### src/rtl/pmacc_pkg.sv
// Shared types and constants of the pointer motion acceleration unit
`default_nettype none

package pmacc_pkg;

  // Fixed field widths
  localparam int TIME_W     = 48;
  localparam int OUT_W      = 20;
  localparam int GAIN_W     = 16;
  localparam int FULL_W     = 17;
  localparam int CFG_IDX_W  = 2;
  localparam int CFG_DATA_W = 17;
  localparam int CNT_W      = 6;

  // Register indexes
  localparam logic [CFG_IDX_W-1:0] CFG_MIN_GAIN   = 2'd0;
  localparam logic [CFG_IDX_W-1:0] CFG_MAX_GAIN   = 2'd1;
  localparam logic [CFG_IDX_W-1:0] CFG_START_SPD  = 2'd2;
  localparam logic [CFG_IDX_W-1:0] CFG_FULL_SPD   = 2'd3;

  // Iteration counts and arithmetic constants
  localparam int SQRT_STEPS = 30;
  localparam int VDIV_STEPS = 50;
  localparam int PDIV_STEPS = 16;
  localparam int E_MIN      = 1000;
  localparam int E_MAX      = 50000;
  localparam int SPEED_CAP  = 8192;
  localparam int US_PER_S   = 1000000;

  // Datapath operations
  typedef enum logic [3:0] {
    OP_NONE,
    OP_LOAD,
    OP_SQUARE,
    OP_SQRT_STEP,
    OP_VMUL,
    OP_DIV_STEP,
    OP_PCHK,
    OP_PTAKE,
    OP_P2,
    OP_SMUL,
    OP_GAIN,
    OP_MUL_AXIS,
    OP_FIN_AXIS,
    OP_PUBLISH
  } op_t;

  typedef struct packed {
    op_t  op;
    logic axis_y;
  } dp_cmd_t;

  typedef struct packed {
    logic need_pdiv;
  } dp_status_t;

endpackage

`default_nettype wire

### src/rtl/pmacc_ctrl.sv
// Sequencer of the pointer motion acceleration unit
`default_nettype none

module pmacc_ctrl (
  input  wire                   clk,
  input  wire                   rst_n,
  input  wire                   in_valid,
  output logic                  in_ready,
  output logic                  out_valid,
  input  wire                   out_ready,
  output pmacc_pkg::dp_cmd_t    cmd,
  input  pmacc_pkg::dp_status_t status
);

  typedef enum logic [3:0] {
    S_IDLE, S_SQUARE, S_SQRT, S_VMUL, S_VDIV, S_PCHK, S_PDIV, S_PTAKE,
    S_P2, S_SMUL, S_GAIN, S_MULX, S_FINX, S_MULY, S_FINY, S_DONE
  } state_t;

  state_t                        state_r;
  logic [pmacc_pkg::CNT_W-1:0]   cnt_r;
  logic                          out_valid_r;
  logic                          slot_free;

  assign slot_free = !out_valid_r || out_ready;
  assign in_ready  = (state_r == S_IDLE);
  assign out_valid = out_valid_r;

  // Decode the datapath command from the state
  always_comb begin
    cmd.op     = pmacc_pkg::OP_NONE;
    cmd.axis_y = 1'b0;
    unique case (state_r)
      S_IDLE:   cmd.op = in_valid ? pmacc_pkg::OP_LOAD : pmacc_pkg::OP_NONE;
      S_SQUARE: cmd.op = pmacc_pkg::OP_SQUARE;
      S_SQRT:   cmd.op = pmacc_pkg::OP_SQRT_STEP;
      S_VMUL:   cmd.op = pmacc_pkg::OP_VMUL;
      S_VDIV:   cmd.op = pmacc_pkg::OP_DIV_STEP;
      S_PCHK:   cmd.op = pmacc_pkg::OP_PCHK;
      S_PDIV:   cmd.op = pmacc_pkg::OP_DIV_STEP;
      S_PTAKE:  cmd.op = pmacc_pkg::OP_PTAKE;
      S_P2:     cmd.op = pmacc_pkg::OP_P2;
      S_SMUL:   cmd.op = pmacc_pkg::OP_SMUL;
      S_GAIN:   cmd.op = pmacc_pkg::OP_GAIN;
      S_MULX:   cmd.op = pmacc_pkg::OP_MUL_AXIS;
      S_FINX:   cmd.op = pmacc_pkg::OP_FIN_AXIS;
      S_MULY: begin
        cmd.op     = pmacc_pkg::OP_MUL_AXIS;
        cmd.axis_y = 1'b1;
      end
      S_FINY: begin
        cmd.op     = pmacc_pkg::OP_FIN_AXIS;
        cmd.axis_y = 1'b1;
      end
      S_DONE:   cmd.op = slot_free ? pmacc_pkg::OP_PUBLISH : pmacc_pkg::OP_NONE;
      default:  cmd.op = pmacc_pkg::OP_NONE;
    endcase
  end

  // Advance the sequence, count iterations, hold the result valid flag
  always_ff @(posedge clk) begin
    if (!rst_n) begin
      state_r     <= S_IDLE;
      cnt_r       <= '0;
      out_valid_r <= 1'b0;
    end else begin
      if (out_valid_r && out_ready && state_r != S_DONE) out_valid_r <= 1'b0;
      unique case (state_r)
        S_IDLE: if (in_valid) state_r <= S_SQUARE;
        S_SQUARE: begin
          cnt_r   <= pmacc_pkg::CNT_W'(pmacc_pkg::SQRT_STEPS - 1);
          state_r <= S_SQRT;
        end
        S_SQRT: begin
          if (cnt_r == '0) state_r <= S_VMUL;
          else cnt_r <= cnt_r - 1'b1;
        end
        S_VMUL: begin
          cnt_r   <= pmacc_pkg::CNT_W'(pmacc_pkg::VDIV_STEPS - 1);
          state_r <= S_VDIV;
        end
        S_VDIV: begin
          if (cnt_r == '0) state_r <= S_PCHK;
          else cnt_r <= cnt_r - 1'b1;
        end
        S_PCHK: begin
          cnt_r   <= pmacc_pkg::CNT_W'(pmacc_pkg::PDIV_STEPS - 1);
          state_r <= status.need_pdiv ? S_PDIV : S_P2;
        end
        S_PDIV: begin
          if (cnt_r == '0) state_r <= S_PTAKE;
          else cnt_r <= cnt_r - 1'b1;
        end
        S_PTAKE: state_r <= S_P2;
        S_P2:    state_r <= S_SMUL;
        S_SMUL:  state_r <= S_GAIN;
        S_GAIN:  state_r <= S_MULX;
        S_MULX:  state_r <= S_FINX;
        S_FINX:  state_r <= S_MULY;
        S_MULY:  state_r <= S_FINY;
        S_FINY:  state_r <= S_DONE;
        S_DONE: begin
          if (slot_free) begin
            out_valid_r <= 1'b1;
            state_r     <= S_IDLE;
          end
        end
        default: state_r <= S_IDLE;
      endcase
    end
  end

endmodule

`default_nettype wire

### config.mk
export PLATFORM = sky130hd
export DESIGN_NAME = pmacc_ctrl
export DESIGN_NICKNAME = d
export VERILOG_FILES = /design/src/rtl/pmacc_pkg.sv /design/src/rtl/pmacc_ctrl.sv
export SDC_FILE = /design/constraint.sdc
export NUM_CORES = 1
export LEC_CHECK = 0
export ABC_AREA = 1
export BUFFER_PORTS_ARGS = -buffer_cell sky130_fd_sc_hd__buf_2
export CAP_MARGIN = 10
export CORE_MARGIN = 3
export CORE_UTILIZATION = 40
export DETAILED_ROUTE_END_ITERATION = 16
export GPL_ROUTABILITY_DRIVEN = 1
export PLACE_DENSITY_LB_ADDON = 0.15
export RECOVER_POWER = 100
export SYNTH_ARGS = -nofsm -noshare
export SYNTH_HDL_FRONTEND = slang
export SYNTH_SLANG_ARGS = --single-unit
export TNS_END_PERCENT = 1
### constraint.sdc
create_clock -name clk -period 3.42 [get_ports clk]
set_input_delay 0 -clock clk [delete_from_list [all_inputs] [get_ports clk]]
set_output_delay 0 -clock clk [all_outputs]
set_load 0.01 [all_outputs]
==> results.md, run 1 <==
* Worst slew slack as a fraction of its limit at 0.709
* Remaining design rule violation count at 0
* Grt total ovfl at 0
* Number of distinct library cells after synthesis at 21
* Setup repair after global routing missed its margin: false
* Power per cell area at 774 nW/um2
* Boundary pin count at 12
* Register-to-register path setup slack at 1680 ps
* Number of nets at the end of the flow at 169
* DR pass1 iterations at 4
* Number of I/O port buffers at 11
* Root buffer selected by CTS: clkbuf_4
* Count of endpoints failing hold in the final timing report at 0
* Dominant cells by area after synthesis: dfxtp_1 25%, nand2_1 20%, nor2_1 9.5%
* First element of the critical path: state_r[2]$_SDFFE_PN0P_
* Total Power at 735 uW
* Final count of negative-setup-slack endpoints at 0
* Estimated wirelength of the detail-placed design at 1.64 mm
* Clock transition time at the flip-flop clock pins of the worst setup and hold paths at 80 ps
* All-Layer GR Usage at 0.171
* Transition at the pin with the smallest max-transition slack at 431 ps
* Smallest hold slack at 13.3 ps
* Global-route wire length before repair at 3.64 mm
* Total clock sinks at 11
* Peak VDD IR at 0.000311 V
* Crit path DAT at 1820 ps
* Sequential cell area fraction in the yosys report at 0.253
* Synthesized netlist net count at 154
* Die height at 52.6 um
* Total number of vias at 934
* Post-route non-filler standard cell count at 189
* H-tree Lvls at 1
* # Post-CTS Setup Buffers at 0
* Run status: completed
* Synth area leader: dfxtp_1
* Final Wtd Congestion at 0.909
* Clock tree from TritonCTS: done
* Reported leakage power at 0.508 nW
* Placement Rows at 16
* CP max FO at 8
* Crit path capture: cmd[1]
* Placed cell count at 185
* Number of storage elements in the synthesis netlist at 11
* Routed vias/inst at 4.94
* Syn Area/Cell at 5.88 um2
* Syn. warnings at 0
* Drt wl/cell at 10.9 um
* Clock buffer count from CTS at 3
* Startpoint of the worst-slack reg-to-reg timing path: cnt_r[0]$_SDFFE_PN0P_
* Setup TNS at 0 ps
* Total wire length after detailed routing at 2.07 mm
* Area share of the leading cell type in the synthesized netlist at 0.253
* Count of antenna diodes in the layout at 0
* Post-Synthesis Cell Area at 870 um2
* Kind of path behind the tightest hold check: in2reg
* Area added between synthesis and finish at 9.21%
* CTS max path bufs at 2
* Share of the clock period used by the worst path at 0.532
* Max capacitance violation total at 0
* Post-layout min period at 1820 ps
* Largest net degree at the start of global routing at 9
* Proportion of layout cells with a drive suffix above 1 at 0.142
* Area of the die at 2770 um2
* Number of global-route vias before repair at 875
* Worst Skew at 5.55 ps
* Total count of max-transition violations in the final report at 0
* Initial DRC count at 35
* Hold_buf cts at 0
* Peak Freq at 550 MHz
* Critical R2R Capture: cnt_r[0]$_SDFFE_PN0P_
* Core Region at 2000 um2
* Worst r2r path cells at 11
* Starting Density at 0.434
* Clock latency at the later pin of the worst-skew pair at 280 ps
* CP endpoint kind: output port
* Width of the die at 52.6 um
* Number of cells upsized or downsized after cts at 0
* Post-synthesis instance total at 148
* Data required time of the worst path at 3420 ps
* Initial antenna violation count at 0
* Post-route antenna net violation count at 0
* Classification of the worst setup path: reg2out
* Category of the worst setup path launch point: flop
synth_stat cells:
| cell type | number |
|---|---|
| a211oi_1 | 1 |
| dfxtp_1 | 11 |
| o2111ai_1 | 2 |
| ha_1 | 1 |
| o21a_1 | 1 |
| nand2_1 | 46 |
| nor2_4 | 3 |
| nor2_2 | 3 |
| nor2_1 | 22 |
| nand4_1 | 3 |
| nand3_1 | 10 |
| inv_1 | 18 |
| a22oi_1 | 1 |
| nand3_2 | 1 |
| o21ai_0 | 5 |
| inv_2 | 5 |
| nand2_4 | 2 |
| xor2_1 | 1 |
| buf_4 | 1 |
| nand2_2 | 4 |
| a21oi_1 | 7 |
through the flow:
| stage | cell area, um2 | setup slack, ps | utilization |
|---|---|---|---|
| finish | 950 | 1600 | 0.474 |
| global route | 950 | 1370 | 0.474 |
| CTS | 978 | 1580 | 0.489 |
| detailed placement | 951 | 1810 | 0.475 |
| global placement | 951 | 1870 | 0.475 |
| floorplan | 870 | 2010 | - |
worst min-delay path by stage:
stage,start,to,slack [ps],depth (start not counted)
after floorplan,rst_n,state_r[3]$_SDFFE_PN0P_,100,2
after global placement,rst_n,cnt_r[1]$_SDFFE_PN0P_,300,3
after detailed placement,rst_n,cnt_r[1]$_SDFFE_PN0P_,300,3
after CTS,rst_n,cnt_r[1]$_SDFFE_PN0P_,8,3
after global routing,rst_n,cnt_r[3]$_SDFFE_PN0P_,20,3
final,rst_n,cnt_r[1]$_SDFFE_PN0P_,10,3
placed cells by master (no fill, tap or decap), drive strengths merged:
master	instances
nand4	3
o21ai	5
clkbuf	8
a21oi	7
xor2	1
ha	1
a211oi	1
dfxtp	11
nor2	28
buf	6
o2111ai	2
nand3	11
nand2	52
o21a	1
inv	22
clkinv	2
a22oi	1
worst max-delay path, cell delays in order (launching register included):
cell and delay (ps):
dfxtp_1 490, nand2_1 200, nor2_1 220, o21ai_0 220, nand3_1 150, o21a_1 120, clkbuf_1 150
metal layers:
metal	routed length, um	track usage	part of all wire
met4	31	0.0511	0.015
met2	844	0.254	0.41
met1	1070	0.238	0.52
met5	0	0	0
met3	121	0.0456	0.059
power breakdown:
part / internal, mW / switching, mW
logic: 0.151 / 0.281
clock network: 0.0434 / 0.0486
registers: 0.169 / 0.0423
total: 0.363 / 0.372
cell type report:
type                       count  area, um2
sequential                    11        220
inverter                      23       86.3
multi-input combinational    113        533
tap                           27       33.8
fill                         245       1050
clock inverter                 1       5.00
clock buffer                   3       22.5
timing repair buffer          11       48.8
registers in the layout (all words and copies together) (netlist names):
name	count
state_r	4
cnt_r	6
out_valid	1
cells by family after synthesis:
family,synth area share
compound gates,0.115
xor+xnor,0.0101
fa+ha+maj,0.0144
buf+inv,0.108
flops,0.253
simple gates,0.499
No activity file was read; power rests on OpenSTA's default activity.
==> run 2: changes to the inputs <==
clock period = 1.9 ns   (was 3.42 ns; I/O delays follow)
==> run 2 against run 1 <==
Combinational power grew 78%; cell count did not move; power is 78% higher; non-clock buffer count is the same; clock power increased by 76%; clock-buffer cell count unchanged; clock skew is essentially flat; critical endpoint unchanged.
==> results.md, run 2 (synthesis results as in run 1) <==
* Run status: completed
* Most common cell after layout, fill and taps aside: nand2_1
* Commonest non-fill, non-tap cells in the layout: 47 x nand2_1, 25 x nor2_1, 19 x inv_1
* Routed vias/inst at 4.96 (+0.43%)
* Final count of negative-setup-slack endpoints at 0 (unchanged)
* Post-layout min period at 1750 ps
* Peak VDD IR at 0.000517 V (+66%)
* Drt wl/cell at 10.6 um (-3.1%)
* Starting Density at 0.434 (unchanged)
* Category of the worst setup path launch point: flop
* Total wire length after detailed routing at 2.00 mm (-3.1%)
* Placement Rows at 16 (unchanged)
* CP endpoint kind: output port
* Clock latency at the later pin of the worst-skew pair at 280 ps (about the same)
* Total number of vias at 938 (+0.43%)
* Count of antenna diodes in the layout at 0 (unchanged)
* Initial DRC count at 37 (+5.7%)
* Core Region at 2000 um2 (unchanged)
* H-tree Lvls at 1 (unchanged)
* Largest Register: cnt_r
* Clock transition time at the flip-flop clock pins of the worst setup and hold paths at 80 ps (about the same)
* Setup repair after global routing missed its margin: false
* Max capacitance violation total at 0 (unchanged)
* Root buffer selected by CTS: clkbuf_4
* Reported leakage power at 0.509 nW (about the same)
* Grt total ovfl at 0 (unchanged)
* # Post-CTS Setup Buffers at 0 (unchanged)
* Number of I/O port buffers at 11 (unchanged)
* Boundary pin count at 12 (unchanged)
* Transition at the pin with the smallest max-transition slack at 457 ps (+26.1 ps)
* Area added between synthesis and finish at 9.06%
* Share of the clock period used by the worst path at 0.919
* Global-route wire length before repair at 3.53 mm (-2.9%)
* CP max FO at 6 (-2)
* Area of the die at 2770 um2 (unchanged)
* Crit path DAT at 1750 ps (-70 ps)
* Post-route antenna net violation count at 0 (unchanged)
* Number of global-route vias before repair at 840 (-4.0%)
* Total clock sinks at 11 (unchanged)
* Setup TNS at 0 ps (unchanged)
* Kind of path behind the tightest hold check: in2reg
* Initial antenna violation count at 0 (unchanged)
* Worst slew slack as a fraction of its limit at 0.692 (-0.0176)
* Peak Freq at 573 MHz
* Remaining design rule violation count at 0 (unchanged)
* All-Layer GR Usage at 0.171 (about the same)
* Clock tree from TritonCTS: done
* Power per cell area at 1380 nW/um2 (+78%)
* Total count of max-transition violations in the final report at 0 (unchanged)
* Final standard cell utilization of the core at 0.474 (-0.000625)
* Clock buffer count from CTS at 3 (unchanged)
* Number of nets at the end of the flow at 169 (unchanged)
* Classification of the worst setup path: reg2out
* Worst Skew at 5.98 ps (+0.434 ps)
* Width of the die at 52.6 um (unchanged)
* Estimated wirelength of the detail-placed design at 1.66 mm (+0.88%)
* Final Wtd Congestion at 0.909 (about the same)
* Largest net degree at the start of global routing at 9 (unchanged)
* Die height at 52.6 um (unchanged)
* Proportion of layout cells with a drive suffix above 1 at 0.148 (+0.00617)
* Data required time of the worst path at 1900 ps (-1520 ps)
* Hold_buf cts at 0 (unchanged)
* Flip-flop count of the largest register after layout at 6 (unchanged)
* Count of endpoints failing hold in the final timing report at 0 (unchanged)
* CTS max path bufs at 2 (unchanged)
* DR pass1 iterations at 4 (unchanged)
[run 2: cell count changes in the layout (fill, tap and decap cells not counted)]
cell / previous run / this run
clkinv_1: 1 / 0
nor2_2: 3 / 2
inv_2: 3 / 4
dfxtp_2: 0 / 1
dfxtp_1: 11 / 10
nor2_1: 24 / 25
[run 2: worst paths after layout]
path         slack, ps                     from               endpoint  depth (start not counted)
max                150  state_r[3]$_SDFFE_PN0P_                 cmd[1]                          6
min                  9                    rst_n  cnt_r[3]$_SDFFE_PN0P_                          3
max reg2reg        280  state_r[0]$_SDFFE_PN0P_  cnt_r[3]$_SDFFE_PN0P_                          9
min reg2reg        490    cnt_r[5]$_SDFFE_PN0P_  cnt_r[5]$_SDFFE_PN0P_                          2
[run 2: routing by layer]
metal,GRT usage,part of all wire,vias to the layer above
li1,-,-,498
met4,0.0766,0.018,0
met3,0.0427,0.048,5
met5,0,0,-
met2,0.252,0.42,19
met1,0.232,0.51,416
[run 2: timing repair]
action                     CTS  global route
hold endpoints to repair     0             0
resized for setup            0             1
setup endpoints to repair    0             2
[run 2: report_power, final]
part | switching (mW) | internal, mW | total, mW
clock | 0.0840 | 0.0781 | 0.162
sequential | 0.0747 | 0.305 | 0.379
combinational | 0.499 | 0.269 | 0.768
total | 0.658 | 0.651 | 1.31
[run 2: worst max-delay path: stages, from the launching register on]
cell      delay [ps]
dfxtp_1          440
nand2_1          180
nor2_1           210
o21ai_0          230
nand3_1          150
o21a_1           120
clkbuf_1         150
[run 2: layout make-up]
type,count,area [um2]
inverter,23,86.3
multi-input combinational,113,531
clock buffer,3,22.5
fill,228,1050
timing repair buffer,11,48.8
clock inverter,1,5.00
sequential,11,221
tap,27,33.8
[run 2: per-stage QoR]
| stage | cell area [um2] | power (mW) | setup slack, ps | hold WS (ps) | cells |
|---|---|---|---|---|---|
| CTS | 978 | 1.37 | 62.5 | 1.02 | 189 |
| detailed placement | 951 | 1.20 | 304 | 301 | 185 |
| global route | 948 | 1.46 | 19.6 | 16.4 | 189 |
| finish | 948 | 1.31 | 154 | 8.65 | 189 |
| floorplan | 870 | 1.02 | 489 | 97.6 | 148 |
| global placement | 951 | 1.20 | 355 | 299 | 185 |
==> run 3: changes to the inputs <==
HOLD_SLACK_MARGIN = 0.03   (was default)
==> run 3 against run 2 <==
First-iteration DRC count unchanged; cell count increased by 0.53%; largest cell class unchanged; worst setup slack did not move; sequential share of layout area shrank 0.24 points; hold slack better by 36 ps; register-to-register slack about the same; design area rose by 1.1%; core utilization grew 0.50 points; flip-flop and latch count stayed put.
==> results.md, run 3 (synthesis results as in run 1) <==
* Final count of negative-setup-slack endpoints at 0 (unchanged)
* Clock power frac at 0.124 (about the same)
* Initial antenna violation count at 0 (unchanged)
* Peak Freq at 573 MHz (unchanged)
* Flip-flop count of the largest register after layout at 6 (unchanged)
* Post-layout min period at 1750 ps (unchanged)
* # Post-CTS Setup Buffers at 0 (unchanged)
* Grt total ovfl at 0 (unchanged)
* Critical path, cell by cell: nand2_1 -> nor2_1 -> o21ai_0 -> nand3_1 -> o21a_1 -> clkbuf_1
* Total wire length after detailed routing at 2.01 mm (+0.15%)
* Boundary pin count at 12 (unchanged)
* Most common cell after layout, fill and taps aside: nand2_1
* Peak VDD IR at 0.000517 V (about the same)
* Number of global-route vias before repair at 843 (+0.36%)
* Drt wl/cell at 10.6 um (-0.38%)
* All-Layer GR Usage at 0.172 (+0.000589)
* Final Wtd Congestion at 0.909 (unchanged)
* Routed vias/inst at 4.95 (-0.31%)
* Classification of the worst setup path: reg2out
* Largest Register: cnt_r
* Switching power at 658 uW (about the same)
* Proportion of layout cells with a drive suffix above 1 at 0.147 (-0.000909)
* Setup TNS at 0 ps (unchanged)
* Commonest non-fill, non-tap cells in the layout: 47 x nand2_1, 25 x nor2_1, 19 x inv_1
* Root buffer selected by CTS: clkbuf_4
* Clock latency at the later pin of the worst-skew pair at 280 ps (about the same)
* Post-route antenna net violation count at 0 (unchanged)
* Total number of vias at 940 (+0.21%)
* Net switching share of the total power at 0.502 (about the same)
* Highest metal layer used by the detailed router: met4
* Max capacitance violation total at 0 (unchanged)
* Count of endpoints failing hold in the final timing report at 0 (unchanged)
* Number of nets at the end of the flow at 170 (+0.59%)
* DR pass1 iterations at 4 (unchanged)
* Area of the die at 2770 um2 (unchanged)
* Global-route wire length before repair at 3.55 mm (+0.40%)
* Placement Rows at 16 (unchanged)
* Number of I/O port buffers at 11 (unchanged)
* Post-layout instance area at 958 um2 (+1.1%)
* Transition at the pin with the smallest max-transition slack at 457 ps (unchanged)
* Largest net degree at the start of global routing at 9 (unchanged)
* Setup repair after global routing missed its margin: false
* Run status: completed
* Width of the die at 52.6 um (unchanged)
* Routed met3 length at 97 um (unchanged)
* Power per cell area at 1370 nW/um2 (-0.93%)
* Highest cell delay on the worst timing path at 440 ps (about the same)
* CTS max path bufs at 2 (unchanged)
* Total Power at 1.31 mW (+0.12%)
* Core Region at 2000 um2 (unchanged)
* Data required time of the worst path at 1900 ps (about the same)
* Final standard cell utilization of the core at 0.479 (+0.00500)
* CP max FO at 6 (unchanged)
* Category of the worst setup path launch point: flop
* Total count of max-transition violations in the final report at 0 (unchanged)
* Worst Skew at 5.98 ps (unchanged)
* H-tree Lvls at 1 (unchanged)
* Area added between synthesis and finish at 10.2%
* Cell type of the slowest stage on the worst timing path: dfxtp_1
* Post-route non-filler standard cell count at 190 (+0.53%)
* Clock transition time at the flip-flop clock pins of the worst setup and hold paths at 70 ps (about the same)
* Worst slew slack as a fraction of its limit at 0.692 (unchanged)
* Proportion of power drawn by combinational gates at 0.587 (about the same)
* Crit path DAT at 1750 ps (about the same)
* Remaining design rule violation count at 0 (unchanged)
* Share of the clock period used by the worst path at 0.919 (unchanged)
* Estimated wirelength of the detail-placed design at 1.66 mm (unchanged)
* CP endpoint kind: output port
* Kind of path behind the tightest hold check: in2reg
* Die height at 52.6 um (unchanged)
* Pint at 653 uW (+0.20%)
* Sum of met2 wire segment lengths after detailed routing at 845 um (+0.12%)
* Starting Density at 0.434 (unchanged)
* Reported leakage power at 0.513 nW (+0.82%)
* Initial DRC count at 37 (unchanged)
* Count of antenna diodes in the layout at 0 (unchanged)
* Placed cell count at 185 (unchanged)
* Sequential group share of total power at 0.289 (about the same)
* Routed metal-1 wirelength at 1.03 mm (+0.29%)
* Placed inst area at 951 um2 (unchanged)
* Clock tree from TritonCTS: done
* Clock buffer count from CTS at 3 (unchanged)
* Total clock sinks at 11 (unchanged)
## run 3: changes by cell type in the layout (fill, tap and decap cells not counted), sizes merged
cell,before,now
dlygate4sd3,0,1
## run 3: what timing repair did
item,in CTS,in global routing
endpoints found under the setup margin,0,2
hold buffers,1,0
hold endpoints to repair,6,0
gates resized for setup,0,1
## run 3: cell type report
class / count / area [um2]
fillers: 228 / 1040
repair buffers: 12 / 58.8
multi-input cells: 113 / 531
inverters: 23 / 86.3
clock inverters: 1 / 5.00
well taps: 27 / 33.8
flip-flops and latches: 11 / 221
clock buffers: 3 / 22.5
## run 3: critical path: cells and delay by family (launching register included)
kind / cells / cell delay, ps
compound gates: 2 / 350
buf+inv: 1 / 150
flops: 1 / 440
simple gates: 3 / 540
## run 3: metrics by stage
step                      worst slack (ps)  hold slack, ps
after floorplan                        489            97.6
after global placement                 355             299
after detailed placement               304             301
after CTS                             62.5            39.4
after global routing                  19.6             103
final                                  154            44.2
## run 3: metal layers
| metal | up-vias | global-route usage |
|---|---|---|
| met1 | 416 | 0.233 |
| met2 | 19 | 0.252 |
| met4 | 0 | 0.0766 |
| li1 | 500 | - |
| met3 | 5 | 0.0427 |
| met5 | - | 0 |
## run 3: power by group through the flow
stage                     Combinational [mW]  Clock (mW)  Sequential, mW
after CTS                              0.817       0.171           0.379
after floorplan                        0.666           0           0.359
final                                  0.770       0.162           0.379
after detailed placement               0.814           0           0.384
after global routing                   0.901       0.177           0.387
after global placement                 0.815           0           0.383
## run 3: worst paths after layout
check | startpoint | endpoint | slack, ps | depth (start not counted)
setup / recovery | state_r[3]$_SDFFE_PN0P_ | cmd[1] | 150 | 6
hold / removal | out_ready | out_valid$_SDFF_PN0_ | 40 | 4
setup reg to reg | state_r[0]$_SDFFE_PN0P_ | cnt_r[3]$_SDFFE_PN0P_ | 280 | 9
hold reg to reg | cnt_r[5]$_SDFFE_PN0P_ | cnt_r[5]$_SDFFE_PN0P_ | 490 | 2
